--- config.mk ---
export PLATFORM = sky130hd
export DESIGN_NAME = heartbeat_detector
export DESIGN_NICKNAME = d
export VERILOG_FILES = /design/src/sv/hbd_pkg.sv /design/src/sv/hbd_ram.sv /design/src/sv/hbd_div.sv /design/src/sv/heartbeat_detector.sv
export SDC_FILE = /design/constraint.sdc
export NUM_CORES = 1
export LEC_CHECK = 0
export BUFFER_PORTS_ARGS = -buffer_cell sky130_fd_sc_hd__clkbuf_2
export CAP_MARGIN = 25
export CORE_MARGIN = 3
export CORE_UTILIZATION = 58
export DETAILED_ROUTE_END_ITERATION = 7
export PLACE_DENSITY = 0.78
export SETUP_SLACK_MARGIN = 0.15
export SYNTH_ARGS = -nofsm -noshare
export SYNTH_HDL_FRONTEND = slang
export SYNTH_SLANG_ARGS = --single-unit
--- constraint.sdc ---
create_clock -name clk -period 7.55 [get_ports clk]
set_clock_uncertainty 0.15 [all_clocks]
set_input_delay 0.755 -clock clk [delete_from_list [all_inputs] [get_ports clk]]
set_output_delay 0.755 -clock clk [all_outputs]
set_load 0.1 [all_outputs]
--- src/sv/hbd_pkg.sv ---
// shared constants and types for the heartbeat detector
package hbd_pkg;

  // default parameter values
  localparam int HISTORY_DEPTH_DEF = 10;
  localparam int SAMPLE_BITS_DEF   = 12;

  // fixed field widths
  localparam int TICK_W     = 4;
  localparam int GAP_W      = 10;
  localparam int LOST_W     = 12;
  localparam int LEVEL_W    = 12;
  localparam int IVL_W      = 12;
  localparam int RATE_W     = 9;
  localparam int ELAP_W     = 13;
  localparam int BPM_W      = 16;
  localparam int CFG_IDX_W  = 2;
  localparam int CFG_DATA_W = 12;

  // register reset values
  localparam logic [TICK_W-1:0]  TICK_STEP_RST  = 4'd2;
  localparam logic [GAP_W-1:0]   MIN_GAP_RST    = 10'd250;
  localparam logic [LOST_W-1:0]  LOST_RST       = 12'd2500;
  localparam logic [LEVEL_W-1:0] REST_LEVEL_RST = 12'd2048;

  // detection state reset values
  localparam logic [LEVEL_W-1:0] AMP_RST = 12'd410;
  localparam logic [IVL_W-1:0]   IVL_RST = 12'd600;

  // limits and arithmetic constants
  localparam logic [ELAP_W-1:0] ELAPSED_MAX = 13'd8191;
  localparam logic [IVL_W-1:0]  IVL_MAX     = 12'd4095;
  localparam logic [RATE_W-1:0] RATE_MAX    = 9'd511;
  localparam logic [BPM_W-1:0]  BPM_NUM     = 16'd60000;

  // reciprocal of five, exact for 12-bit values after the shift
  localparam logic [IVL_W-1:0] RECIP5    = 12'd3277;
  localparam int               RECIP5_SH = 14;

  // configuration register indexes
  typedef enum logic [CFG_IDX_W-1:0] {
    REG_TICK_STEP,
    REG_MIN_GAP,
    REG_LOST,
    REG_REST_LEVEL
  } cfg_reg_t;

endpackage

--- src/sv/hbd_ram.sv ---
// interval history memory, one write and one registered read port
module hbd_ram #(
  parameter int DEPTH = hbd_pkg::HISTORY_DEPTH_DEF,
  parameter int WIDTH = hbd_pkg::IVL_W
) (
  input  logic                     clk,
  input  logic                     we,
  input  logic [$clog2(DEPTH)-1:0] waddr,
  input  logic [WIDTH-1:0]         wdata,
  input  logic                     re,
  input  logic [$clog2(DEPTH)-1:0] raddr,
  output logic [WIDTH-1:0]         rdata
);

  logic [WIDTH-1:0] mem [DEPTH];
  logic [WIDTH-1:0] rdata_r;

  // write port
  always_ff @(posedge clk) begin
    if (we) begin
      mem[waddr] <= wdata;
    end
  end

  // registered read port
  always_ff @(posedge clk) begin
    if (re) begin
      rdata_r <= mem[raddr];
    end
  end

  assign rdata = rdata_r;

endmodule

--- src/sv/hbd_div.sv ---
// radix-2 restoring divider, one quotient bit per cycle
module hbd_div #(
  parameter int NUM_W = 16,
  parameter int DEN_W = 12
) (
  input  logic             clk,
  input  logic             rst_n,
  input  logic             start,
  input  logic [NUM_W-1:0] num,
  input  logic [DEN_W-1:0] den,
  output logic             busy,
  output logic             done,
  output logic [NUM_W-1:0] quot
);

  localparam int CNT_W = $clog2(NUM_W + 1);

  logic             run_r;
  logic             done_r;
  logic [CNT_W-1:0] cnt_r;
  logic [DEN_W-1:0] rem_r;
  logic [NUM_W-1:0] quo_r;
  logic [DEN_W-1:0] den_r;
  logic [DEN_W:0]   trial;
  logic             fits;

  // trial subtraction of the next dividend bit
  assign trial = {rem_r, quo_r[NUM_W-1]};
  assign fits  = (trial >= {1'b0, den_r});

  // control
  always_ff @(posedge clk) begin
    if (!rst_n) begin
      run_r  <= 1'b0;
      done_r <= 1'b0;
      cnt_r  <= '0;
    end else begin
      done_r <= 1'b0;
      if (start) begin
        run_r <= 1'b1;
        cnt_r <= CNT_W'(NUM_W);
      end else if (run_r) begin
        cnt_r <= cnt_r - 1'b1;
        if (cnt_r == CNT_W'(1)) begin
          run_r  <= 1'b0;
          done_r <= 1'b1;
        end
      end
    end
  end

  // datapath
  always_ff @(posedge clk) begin
    if (start) begin
      rem_r <= '0;
      quo_r <= num;
      den_r <= den;
    end else if (run_r) begin
      if (fits) begin
        rem_r <= DEN_W'(trial - {1'b0, den_r});
        quo_r <= {quo_r[NUM_W-2:0], 1'b1};
      end else begin
        rem_r <= trial[DEN_W-1:0];
        quo_r <= {quo_r[NUM_W-2:0], 1'b0};
      end
    end
  end

  assign busy = run_r;
  assign done = done_r;
  assign quot = quo_r;

endmodule

--- src/sv/heartbeat_detector.sv ---
// heartbeat detector top level: beat tracking, interval history and rate
//
//   channel  direction  handshake             payload
//   in       input      in_valid / in_stall   in_sample
//   out      output     out_valid / out_stall pulse_high, beat_found, beats_per_minute,
//                                             interval_ms, amplitude, signal_lost
//   cfg      input      cfg_we                cfg_index, cfg_data
//
// a sample without a rate update goes through accept, evaluate and hand to the output register
// a beat that updates the rate goes on through history read, history update, average, divider
// start and divider wait; the average is a reciprocal multiply, the rate a 16-bit serial division
// the second beat after reset or a loss first fills every entry of the history memory
// reset is synchronous and active low; the history memory is not cleared
// a finished item waits in the output register while the next sample is accepted
module heartbeat_detector #(
  parameter int HISTORY_DEPTH = hbd_pkg::HISTORY_DEPTH_DEF,
  parameter int SAMPLE_BITS   = hbd_pkg::SAMPLE_BITS_DEF
) (
  input  logic                             clk,
  input  logic                             rst_n,
  input  logic                             in_valid,
  output logic                             in_stall,
  input  logic [SAMPLE_BITS-1:0]           in_sample,
  output logic                             out_valid,
  input  logic                             out_stall,
  output logic                             out_pulse_high,
  output logic                             out_beat_found,
  output logic [hbd_pkg::RATE_W-1:0]       out_beats_per_minute,
  output logic [hbd_pkg::IVL_W-1:0]        out_interval_ms,
  output logic [SAMPLE_BITS-1:0]           out_amplitude,
  output logic                             out_signal_lost,
  input  logic                             cfg_we,
  input  logic [hbd_pkg::CFG_IDX_W-1:0]    cfg_index,
  input  logic [hbd_pkg::CFG_DATA_W-1:0]   cfg_data
);

  import hbd_pkg::*;

  localparam int AW    = $clog2(HISTORY_DEPTH);
  localparam int SUM_W = IVL_W + $clog2(HISTORY_DEPTH);
  localparam int DIV_W = BPM_W;
  localparam int SB    = SAMPLE_BITS;

  // reciprocal of the history depth, exact for every sum below 2^SUM_W
  localparam int AVG_SH = SUM_W + $clog2(HISTORY_DEPTH);
  localparam int RCP_W  = SUM_W + 1;
  localparam logic [RCP_W-1:0] AVG_RCP =
    RCP_W'(((64'd1 << AVG_SH) + 64'(HISTORY_DEPTH - 1)) / 64'(HISTORY_DEPTH));

  localparam logic [AW-1:0] LAST_IDX = AW'(HISTORY_DEPTH - 1);
  localparam logic [SB-1:0] THR_RST  = SB'(REST_LEVEL_RST);
  localparam logic [SB-1:0] AMP_INIT = SB'(AMP_RST);

  typedef enum logic [3:0] {
    S_IDLE,
    S_EVAL,
    S_SEED,
    S_RD,
    S_UPD,
    S_AVG,
    S_RATE,
    S_RATEW,
    S_DONE
  } state_t;

  state_t state_r;

  // configuration registers
  logic [TICK_W-1:0]  tick_r;
  logic [GAP_W-1:0]   min_gap_r;
  logic [LOST_W-1:0]  lost_ms_r;
  logic [LEVEL_W-1:0] rest_r;

  // detection state
  logic [ELAP_W-1:0] elapsed_r;
  logic [SB-1:0]     thr_r;
  logic [SB-1:0]     peak_r;
  logic [SB-1:0]     trough_r;
  logic [SB-1:0]     amp_r;
  logic [IVL_W-1:0]  li_r;
  logic [RATE_W-1:0] rate_r;
  logic              pulse_r;
  logic              first_r;
  logic              second_r;

  // per-item working registers
  logic [SB-1:0]     s_r;
  logic [IVL_W-1:0]  guard_r;
  logic              found_r;
  logic              lost_r;
  logic              go_bpm_r;
  logic [AW-1:0]     seed_r;
  logic [AW-1:0]     head_r;
  logic [SUM_W-1:0]  sum_r;
  logic [IVL_W-1:0]  avg_r;

  // output register
  logic              out_valid_r;
  logic              out_pulse_r;
  logic              out_found_r;
  logic [RATE_W-1:0] out_rate_r;
  logic [IVL_W-1:0]  out_ivl_r;
  logic [SB-1:0]     out_amp_r;
  logic              out_lost_r;

  // configuration writes
  always_ff @(posedge clk) begin
    if (!rst_n) begin
      tick_r    <= TICK_STEP_RST;
      min_gap_r <= MIN_GAP_RST;
      lost_ms_r <= LOST_RST;
      rest_r    <= REST_LEVEL_RST;
    end else if (cfg_we) begin
      case (cfg_reg_t'(cfg_index))
        REG_TICK_STEP:  tick_r    <= TICK_W'(cfg_data);
        REG_MIN_GAP:    min_gap_r <= GAP_W'(cfg_data);
        REG_LOST:       lost_ms_r <= LOST_W'(cfg_data);
        REG_REST_LEVEL: rest_r    <= LEVEL_W'(cfg_data);
        default: ;
      endcase
    end
  end

  // elapsed time advance, saturating
  logic [ELAP_W:0]   e_sum;
  logic [ELAP_W-1:0] elapsed_adv;
  assign e_sum       = (ELAP_W + 1)'(elapsed_r) + (ELAP_W + 1)'(tick_r);
  assign elapsed_adv = (e_sum > (ELAP_W + 1)'(ELAPSED_MAX)) ? ELAPSED_MAX : e_sum[ELAP_W-1:0];

  // refractory guard, three fifths of the last interval
  logic [2*IVL_W-1:0] g_prod;
  logic [IVL_W-1:0]   g_fifth;
  logic [IVL_W-1:0]   guard_nxt;
  assign g_prod    = (2 * IVL_W)'(li_r) * (2 * IVL_W)'(RECIP5);
  assign g_fifth   = IVL_W'(g_prod >> RECIP5_SH);
  assign guard_nxt = IVL_W'({g_fifth, 1'b0} + (IVL_W + 1)'(g_fifth));

  // step evaluation
  logic              s_lo, s_hi, past_guard, beat, early, fall, lost_now;
  logic              seed_now, bpm_now;
  logic [SB-1:0]     trough_a, peak_a, amp_raw, thr_fall, rest_thr;
  logic [IVL_W-1:0]  ivl_new;
  logic [SB-1:0]     thr_nxt, peak_nxt, trough_nxt, amp_nxt;
  logic [IVL_W-1:0]  li_nxt;
  logic [ELAP_W-1:0] elapsed_nxt;
  logic              pulse_nxt, first_nxt, second_nxt;

  always_comb begin
    s_lo       = (s_r < thr_r);
    s_hi       = (s_r > thr_r);
    past_guard = (elapsed_r > ELAP_W'(guard_r));
    trough_a   = (s_lo && past_guard && (s_r < trough_r)) ? s_r : trough_r;
    peak_a     = (s_hi && (s_r > peak_r)) ? s_r : peak_r;
    beat       = (elapsed_r > ELAP_W'(min_gap_r)) && s_hi && !pulse_r && past_guard;
    early      = beat && first_r;
    seed_now   = beat && second_r;
    bpm_now    = beat && !first_r;
    ivl_new    = (elapsed_r > ELAP_W'(IVL_MAX)) ? IVL_MAX : elapsed_r[IVL_W-1:0];
    fall       = s_lo && pulse_r;
    amp_raw    = (peak_a >= trough_a) ? SB'(peak_a - trough_a) : '0;
    thr_fall   = SB'((SB + 1)'(amp_raw >> 1) + (SB + 1)'(trough_a));
    lost_now   = !early && (elapsed_r > ELAP_W'(lost_ms_r));
    rest_thr   = SB'(rest_r);

    // threshold and envelope: silence reset wins over end of pulse
    if (lost_now) begin
      thr_nxt    = rest_thr;
      peak_nxt   = rest_thr;
      trough_nxt = rest_thr;
    end else if (fall) begin
      thr_nxt    = thr_fall;
      peak_nxt   = thr_fall;
      trough_nxt = thr_fall;
    end else begin
      thr_nxt    = thr_r;
      peak_nxt   = peak_a;
      trough_nxt = trough_a;
    end

    amp_nxt     = fall ? amp_raw : amp_r;
    pulse_nxt   = beat ? 1'b1 : (fall ? 1'b0 : pulse_r);
    li_nxt      = beat ? ivl_new : li_r;
    elapsed_nxt = (beat || lost_now) ? '0 : elapsed_r;
    first_nxt   = lost_now ? 1'b1 : (beat ? 1'b0 : first_r);
    second_nxt  = lost_now ? 1'b0 : (beat ? first_r : second_r);
  end

  // history average by reciprocal multiplication
  logic [SUM_W+RCP_W-1:0] avg_prod;
  logic [IVL_W-1:0]       avg_nxt;
  assign avg_prod = (SUM_W + RCP_W)'(sum_r) * (SUM_W + RCP_W)'(AVG_RCP);
  assign avg_nxt  = IVL_W'(avg_prod >> AVG_SH);

  // serial divider for the rate
  logic             div_start, div_busy, div_done;
  logic [DIV_W-1:0] div_num, div_quot;
  logic [IVL_W-1:0] div_den;

  assign div_start = (state_r == S_RATE);
  assign div_num   = DIV_W'(BPM_NUM);
  assign div_den   = avg_r;

  hbd_div #(
    .NUM_W (DIV_W),
    .DEN_W (IVL_W)
  ) u_div (
    .clk   (clk),
    .rst_n (rst_n),
    .start (div_start),
    .num   (div_num),
    .den   (div_den),
    .busy  (div_busy),
    .done  (div_done),
    .quot  (div_quot)
  );

  // interval history memory, used as a ring with head at the oldest entry
  logic             ram_we, ram_re;
  logic [AW-1:0]    ram_waddr;
  logic [IVL_W-1:0] ram_rdata;

  assign ram_we    = (state_r == S_SEED) || (state_r == S_UPD);
  assign ram_waddr = (state_r == S_SEED) ? seed_r : head_r;
  assign ram_re    = (state_r == S_RD);

  hbd_ram #(
    .DEPTH (HISTORY_DEPTH),
    .WIDTH (IVL_W)
  ) u_ram (
    .clk   (clk),
    .we    (ram_we),
    .waddr (ram_waddr),
    .wdata (li_r),
    .re    (ram_re),
    .raddr (head_r),
    .rdata (ram_rdata)
  );

  // sequencer with state and output register
  always_ff @(posedge clk) begin
    if (!rst_n) begin
      state_r     <= S_IDLE;
      elapsed_r   <= '0;
      thr_r       <= THR_RST;
      peak_r      <= THR_RST;
      trough_r    <= THR_RST;
      amp_r       <= AMP_INIT;
      li_r        <= IVL_RST;
      rate_r      <= '0;
      pulse_r     <= 1'b0;
      first_r     <= 1'b1;
      second_r    <= 1'b0;
      found_r     <= 1'b0;
      lost_r      <= 1'b0;
      go_bpm_r    <= 1'b0;
      seed_r      <= '0;
      head_r      <= '0;
      out_valid_r <= 1'b0;
    end else begin
      // output item taken, unless a new one is loaded in the same cycle
      if (out_valid_r && !out_stall && (state_r != S_DONE)) begin
        out_valid_r <= 1'b0;
      end

      case (state_r)
        S_IDLE: begin
          if (in_valid) begin
            s_r       <= in_sample;
            elapsed_r <= elapsed_adv;
            guard_r   <= guard_nxt;
            state_r   <= S_EVAL;
          end
        end

        S_EVAL: begin
          thr_r     <= thr_nxt;
          peak_r    <= peak_nxt;
          trough_r  <= trough_nxt;
          amp_r     <= amp_nxt;
          li_r      <= li_nxt;
          elapsed_r <= elapsed_nxt;
          pulse_r   <= pulse_nxt;
          first_r   <= first_nxt;
          second_r  <= second_nxt;
          found_r   <= 1'b0;
          lost_r    <= lost_now;
          go_bpm_r  <= bpm_now;
          seed_r    <= '0;
          if (seed_now) begin
            state_r <= S_SEED;
          end else if (bpm_now) begin
            state_r <= S_RD;
          end else begin
            state_r <= S_DONE;
          end
        end

        // fill every history entry with the first interval
        S_SEED: begin
          sum_r  <= SUM_W'(li_r) * SUM_W'(HISTORY_DEPTH);
          seed_r <= seed_r + 1'b1;
          if (seed_r == LAST_IDX) begin
            state_r <= go_bpm_r ? S_RD : S_DONE;
          end
        end

        S_RD: begin
          state_r <= S_UPD;
        end

        // replace the oldest interval and keep the running sum
        S_UPD: begin
          sum_r   <= sum_r - SUM_W'(ram_rdata) + SUM_W'(li_r);
          head_r  <= (head_r == LAST_IDX) ? '0 : head_r + 1'b1;
          state_r <= S_AVG;
        end

        // average of the history; a zero average gives the top rate
        S_AVG: begin
          avg_r <= avg_nxt;
          if (avg_nxt == '0) begin
            rate_r  <= RATE_MAX;
            found_r <= 1'b1;
            state_r <= S_DONE;
          end else begin
            state_r <= S_RATE;
          end
        end

        S_RATE: begin
          state_r <= S_RATEW;
        end

        S_RATEW: begin
          if (div_done) begin
            rate_r  <= (div_quot > DIV_W'(RATE_MAX)) ? RATE_MAX : RATE_W'(div_quot);
            found_r <= 1'b1;
            state_r <= S_DONE;
          end
        end

        // hand the item to the output register once it is free
        S_DONE: begin
          if (!out_valid_r || !out_stall) begin
            out_valid_r <= 1'b1;
            out_pulse_r <= pulse_r;
            out_found_r <= found_r;
            out_rate_r  <= rate_r;
            out_ivl_r   <= li_r;
            out_amp_r   <= amp_r;
            out_lost_r  <= lost_r;
            state_r     <= S_IDLE;
          end
        end

        default: begin
          state_r <= S_IDLE;
        end
      endcase
    end
  end

  // ports
  assign in_stall             = (state_r != S_IDLE);
  assign out_valid            = out_valid_r;
  assign out_pulse_high       = out_pulse_r;
  assign out_beat_found       = out_found_r;
  assign out_beats_per_minute = out_rate_r;
  assign out_interval_ms      = out_ivl_r;
  assign out_amplitude        = out_amp_r;
  assign out_signal_lost      = out_lost_r;

`ifndef SYNTHESIS
  // divider is never restarted mid-division
  assert property (@(posedge clk) disable iff (!rst_n) div_start |-> !div_busy)
    else $error("divider started while busy");

  // history update only follows the read of the oldest entry
  assert property (@(posedge clk) disable iff (!rst_n)
    (state_r == S_UPD) |-> ($past(state_r) == S_RD))
    else $error("history update without preceding read");

  // rate division never by zero
  assert property (@(posedge clk) disable iff (!rst_n) (state_r == S_RATE) |-> (avg_r != '0))
    else $error("rate division by zero average");

  // a new rate always comes with the pulse high
  assert property (@(posedge clk) disable iff (!rst_n)
    (out_valid && out_beat_found) |-> out_pulse_high)
    else $error("beat reported without pulse high");
`endif

endmodule

==> metrics.md <==
| Metric | Value |
|---|---|
| Run status | complete, no violations |
| Hpwl dp | 53400 um |
| IO buf count | 68 |
| CTS Hold Bufs | 0 |
| WHS Endpoint | s_r[2]$_DFFE_PP_ |
| Syn Area/Cell | 10.1 um2 |
| Number of diodes | 0 |
| Most common cell after layout, fill and taps aside | inv_1 |
| Clock-pin slew on the worst setup and hold paths | 0.07 ns |
| Maximum capacitance violations | 0 |
| Placed Cells incl. Taps | 3451 |
| Slew Limit Headroom | 30.1% |
| Hold WC Path Type | in2reg |
| FF-to-FF Start | s_r[6]$_DFFE_PP_ |
| Initial core utilization | 59.0% |
| WP data arrival | 7.40 ns |
| First-pass GRT wire length | 113000 um |
| Critical path class | reg2reg |
| Largest net degree at the start of global routing | 52 |
| Leak | 14.0 nW |
| Most frequent cells in the layout | inv_1 (448), ha_1 (351), edfxtp_1 (232), a21oi_1 (186), nor2_1 (183) |
| Post-synth top area cell | edfxtp_1 |
| Post-DRT Antenna Nets | 0 |
| Sink Count | 406 |
| Max frequency | 140 MHz |
| Worst Reg2Reg Path Length in Cells | 26 |
| Clock Latency Late Sink | 0.59 ns |
| H-tree depth | 2 |
| Gpl congestion | 0.947 |
| #FFs+latches synth | 406 |
| Worst path bufs/invs | 3 |
| Worst-Margin Slew | 1.04 ns |
| Peak supply drop | 0.169 mV |
| Layout Nets | 3416 |
| Overall global routing resource usage | 27.9% |
| Core area | 0.0479 mm2 |
| Critical R2R Capture | thr_r[11]$_SDFFE_PN1P_ |
| CTS tree | built |
| Vias/cell | 6.00 |
| RSZ-0062 raised after global routing | false |
| Tmin final | 7.12 ns |
| Post-synth top flop | edfxtp_1 |
| Fin. max-slew vios | 0 |
| CP dominant cell by count | ha_1 |
| CP top delay family | compound AO/OA/AOI/OAI gates |
| Initial antenna violation count | 2 |
| Via count | 21300 |
| Cts bufs inserted | 43 |
| Maximum clock insertion buffer count | 3 |
| Number of remaining DRC errors | 0 |
| Post-Layout Cell Count | 3548 |
| Hold Startpoint | in_sample[2] |
| Largest fanout on the critical path | 12 |
| # setup viols final | 0 |
| Number of global-route vias before repair | 21400 |
| Pre-CTS setup slack | 0.206 ns |
| Setup TNS | 0 ns |
| Post-Syn Instances | 2796 |
| Final Hold Fails | 0 |
| Starting DRT DRC Count | 1874 |
| DIE AREA | 0.0515 mm2 |
| Die width | 227 um |
| Req. time, crit path | 7.83 ns |
| Drt pass-1 iters | 5 |
| # IOs | 69 |
| Post-Syn Area | 0.0283 mm2 |
| Area Overhead vs Synth | 11.0% |
| Post-synth ARST share | 0% |
| Worst stage delay on the critical path | 0.49 ns |
| Total grt overflow | 0 |
| Row cnt | 80 |
| Share of the synthesized area in the top cell type | 24.6% |
| Syn_nets | 3314 |
| Routed len/inst | 20.0 um |
| Critical Path Sink Type | flip-flop |
| Routed wire length | 70900 um |
| Yosys cell types | 80 |
| Post-synthesis sequential area ratio | 36.9% |
| Area contributors post-synth | edfxtp_1 (25%), ha_1 (16%), dfxtp_1 (12%) |
| Layout cells sized above 1 | 11.3% |
| Die H | 227 um |
| CTS root buf | clkbuf_16 |
| Hold path depth | 1 |
| CP max-delay cell | ha_1 |
| WHS | 0.192 ns |
| YS warnings | 0 |
| Final WS setup | 0.432 ns |
| Startpoint Class | flip-flop |
| Final Cycle Share | 94.3% |
| EDFF count, synth | 232 |
| Pwr Density | 181 mW/mm2 |
| Setup slack, reg-to-reg | 0.43 ns |
-- synthesized netlist by cell type (6+ instances only) --
cell type / count
o21bai_1: 16
a21boi_0: 10
nor2b_1: 25
mux4_2: 24
a211oi_1: 41
and2_1: 27
buf_1: 14
xor2_1: 32
fa_1: 135
mux2_2: 22
or3_1: 11
clkbuf_1: 75
and4_1: 6
a221oi_1: 7
edfxtp_1: 232
mux2i_1: 52
o21a_1: 21
o221a_2: 9
dfxtp_1: 174
nand2b_1: 23
nor2_1: 186
nand3_1: 35
o22ai_1: 8
or2_2: 9
o21ai_0: 103
a21oi_1: 193
and3_1: 14
a21o_1: 37
inv_1: 449
o31a_1: 6
nand2_1: 163
o31ai_1: 9
xnor2_1: 54
o211ai_1: 26
a31oi_1: 23
nor3_1: 48
ha_1: 352
nor4_1: 10
nand4_1: 23
a22oi_1: 6
-- flip-flops by register name, indices dropped and copies added, names as in the netlist, 10 cells and up --
name,flops
u_div.quot,16
out_interval_ms,12
li_r,12
u_ram.rdata,12
out_amplitude,12
guard_r,12
peak_r,12
u_div.rem_r,12
u_div.den_r,12
min_gap_r,10
rest_r,12
s_r,12
sum_r,16
thr_r,12
u_ram.mem,120
elapsed_r,13
avg_r,12
lost_ms_r,12
amp_r,12
trough_r,12
-- worst max-delay path by stage --
stage | from | slack (ns) | end | depth (start not counted)
3_5_place_dp | sum_r[4]$_DFFE_PP_ | 0.21 | rate_r[1]$_SDFFE_PN0P_ | 24
3_3_place_gp | sum_r[6]$_DFFE_PP_ | 0.35 | rate_r[7]$_SDFFE_PN0P_ | 23
2_1_floorplan | s_r[6]$_DFFE_PP_ | 0.17 | trough_r[9]$_SDFFE_PN0P_ | 30
5_1_grt | s_r[5]$_DFFE_PP_ | 0.10 | peak_r[6]$_SDFFE_PN0P_ | 31
6_report | s_r[6]$_DFFE_PP_ | 0.43 | thr_r[11]$_SDFFE_PN1P_ | 26
4_1_cts | sum_r[4]$_DFFE_PP_ | 0.19 | rate_r[7]$_SDFFE_PN0P_ | 24
-- stage by stage --
step / power (mW) / area (um2) / util (%)
2_1_floorplan: 3.10 / 28300 / -
3_3_place_gp: 3.37 / 29500 / 61.5
3_5_place_dp: 3.38 / 29600 / 61.8
4_1_cts: 5.64 / 31100 / 65.0
5_1_grt: 5.87 / 31400 / 65.5
6_report: 5.68 / 31400 / 65.5
-- per-layer routing --
metal / global-route usage, % / wire length, um
met1: 38.0 / 30200
met2: 45.2 / 33100
met3: 5.02 / 5260
met4: 9.47 / 2330
met5: 0 / 13
-- power by group --
part / leakage [nW] / total [mW] / switching [mW] / internal (mW)
Combinational: 9.60 / 1.03 / 0.664 / 0.363
Sequential: 3.60 / 2.38 / 0.0287 / 2.35
Clock: 0.750 / 2.28 / 0.939 / 1.34
-- cell families after synthesis --
| family | after synthesis | synth area share (%) |
|---|---|---|
| AOI/OAI and AO/OA | 574 | 13.3 |
| adders and majority gates | 487 | 25.1 |
| muxes | 99 | 4.68 |
| buffers and inverters | 540 | 7.18 |
| xor gates and xnor gates | 86 | 2.66 |
| DFF | 406 | 36.9 |
| and+or+nand+nor | 604 | 10.1 |
-- repair_timing --
action | in CTS | in global routing
setup buffers | 0 | 12
setup endpoints to repair | 0 | 30
resized for setup | 0 | 26
-- layout make-up --
| cell class | instances | area (um2) |
|---|---|---|
| fill | 3618 | 16500 |
| multi-input combinational | 1850 | 15900 |
| sequential | 406 | 10500 |
| inverter | 449 | 1690 |
| clock buffer | 47 | 1120 |
| timing repair buffer | 148 | 1020 |
| tap | 615 | 769 |
| clock inverter | 33 | 410 |
Power figures use the tool's default switching activity.
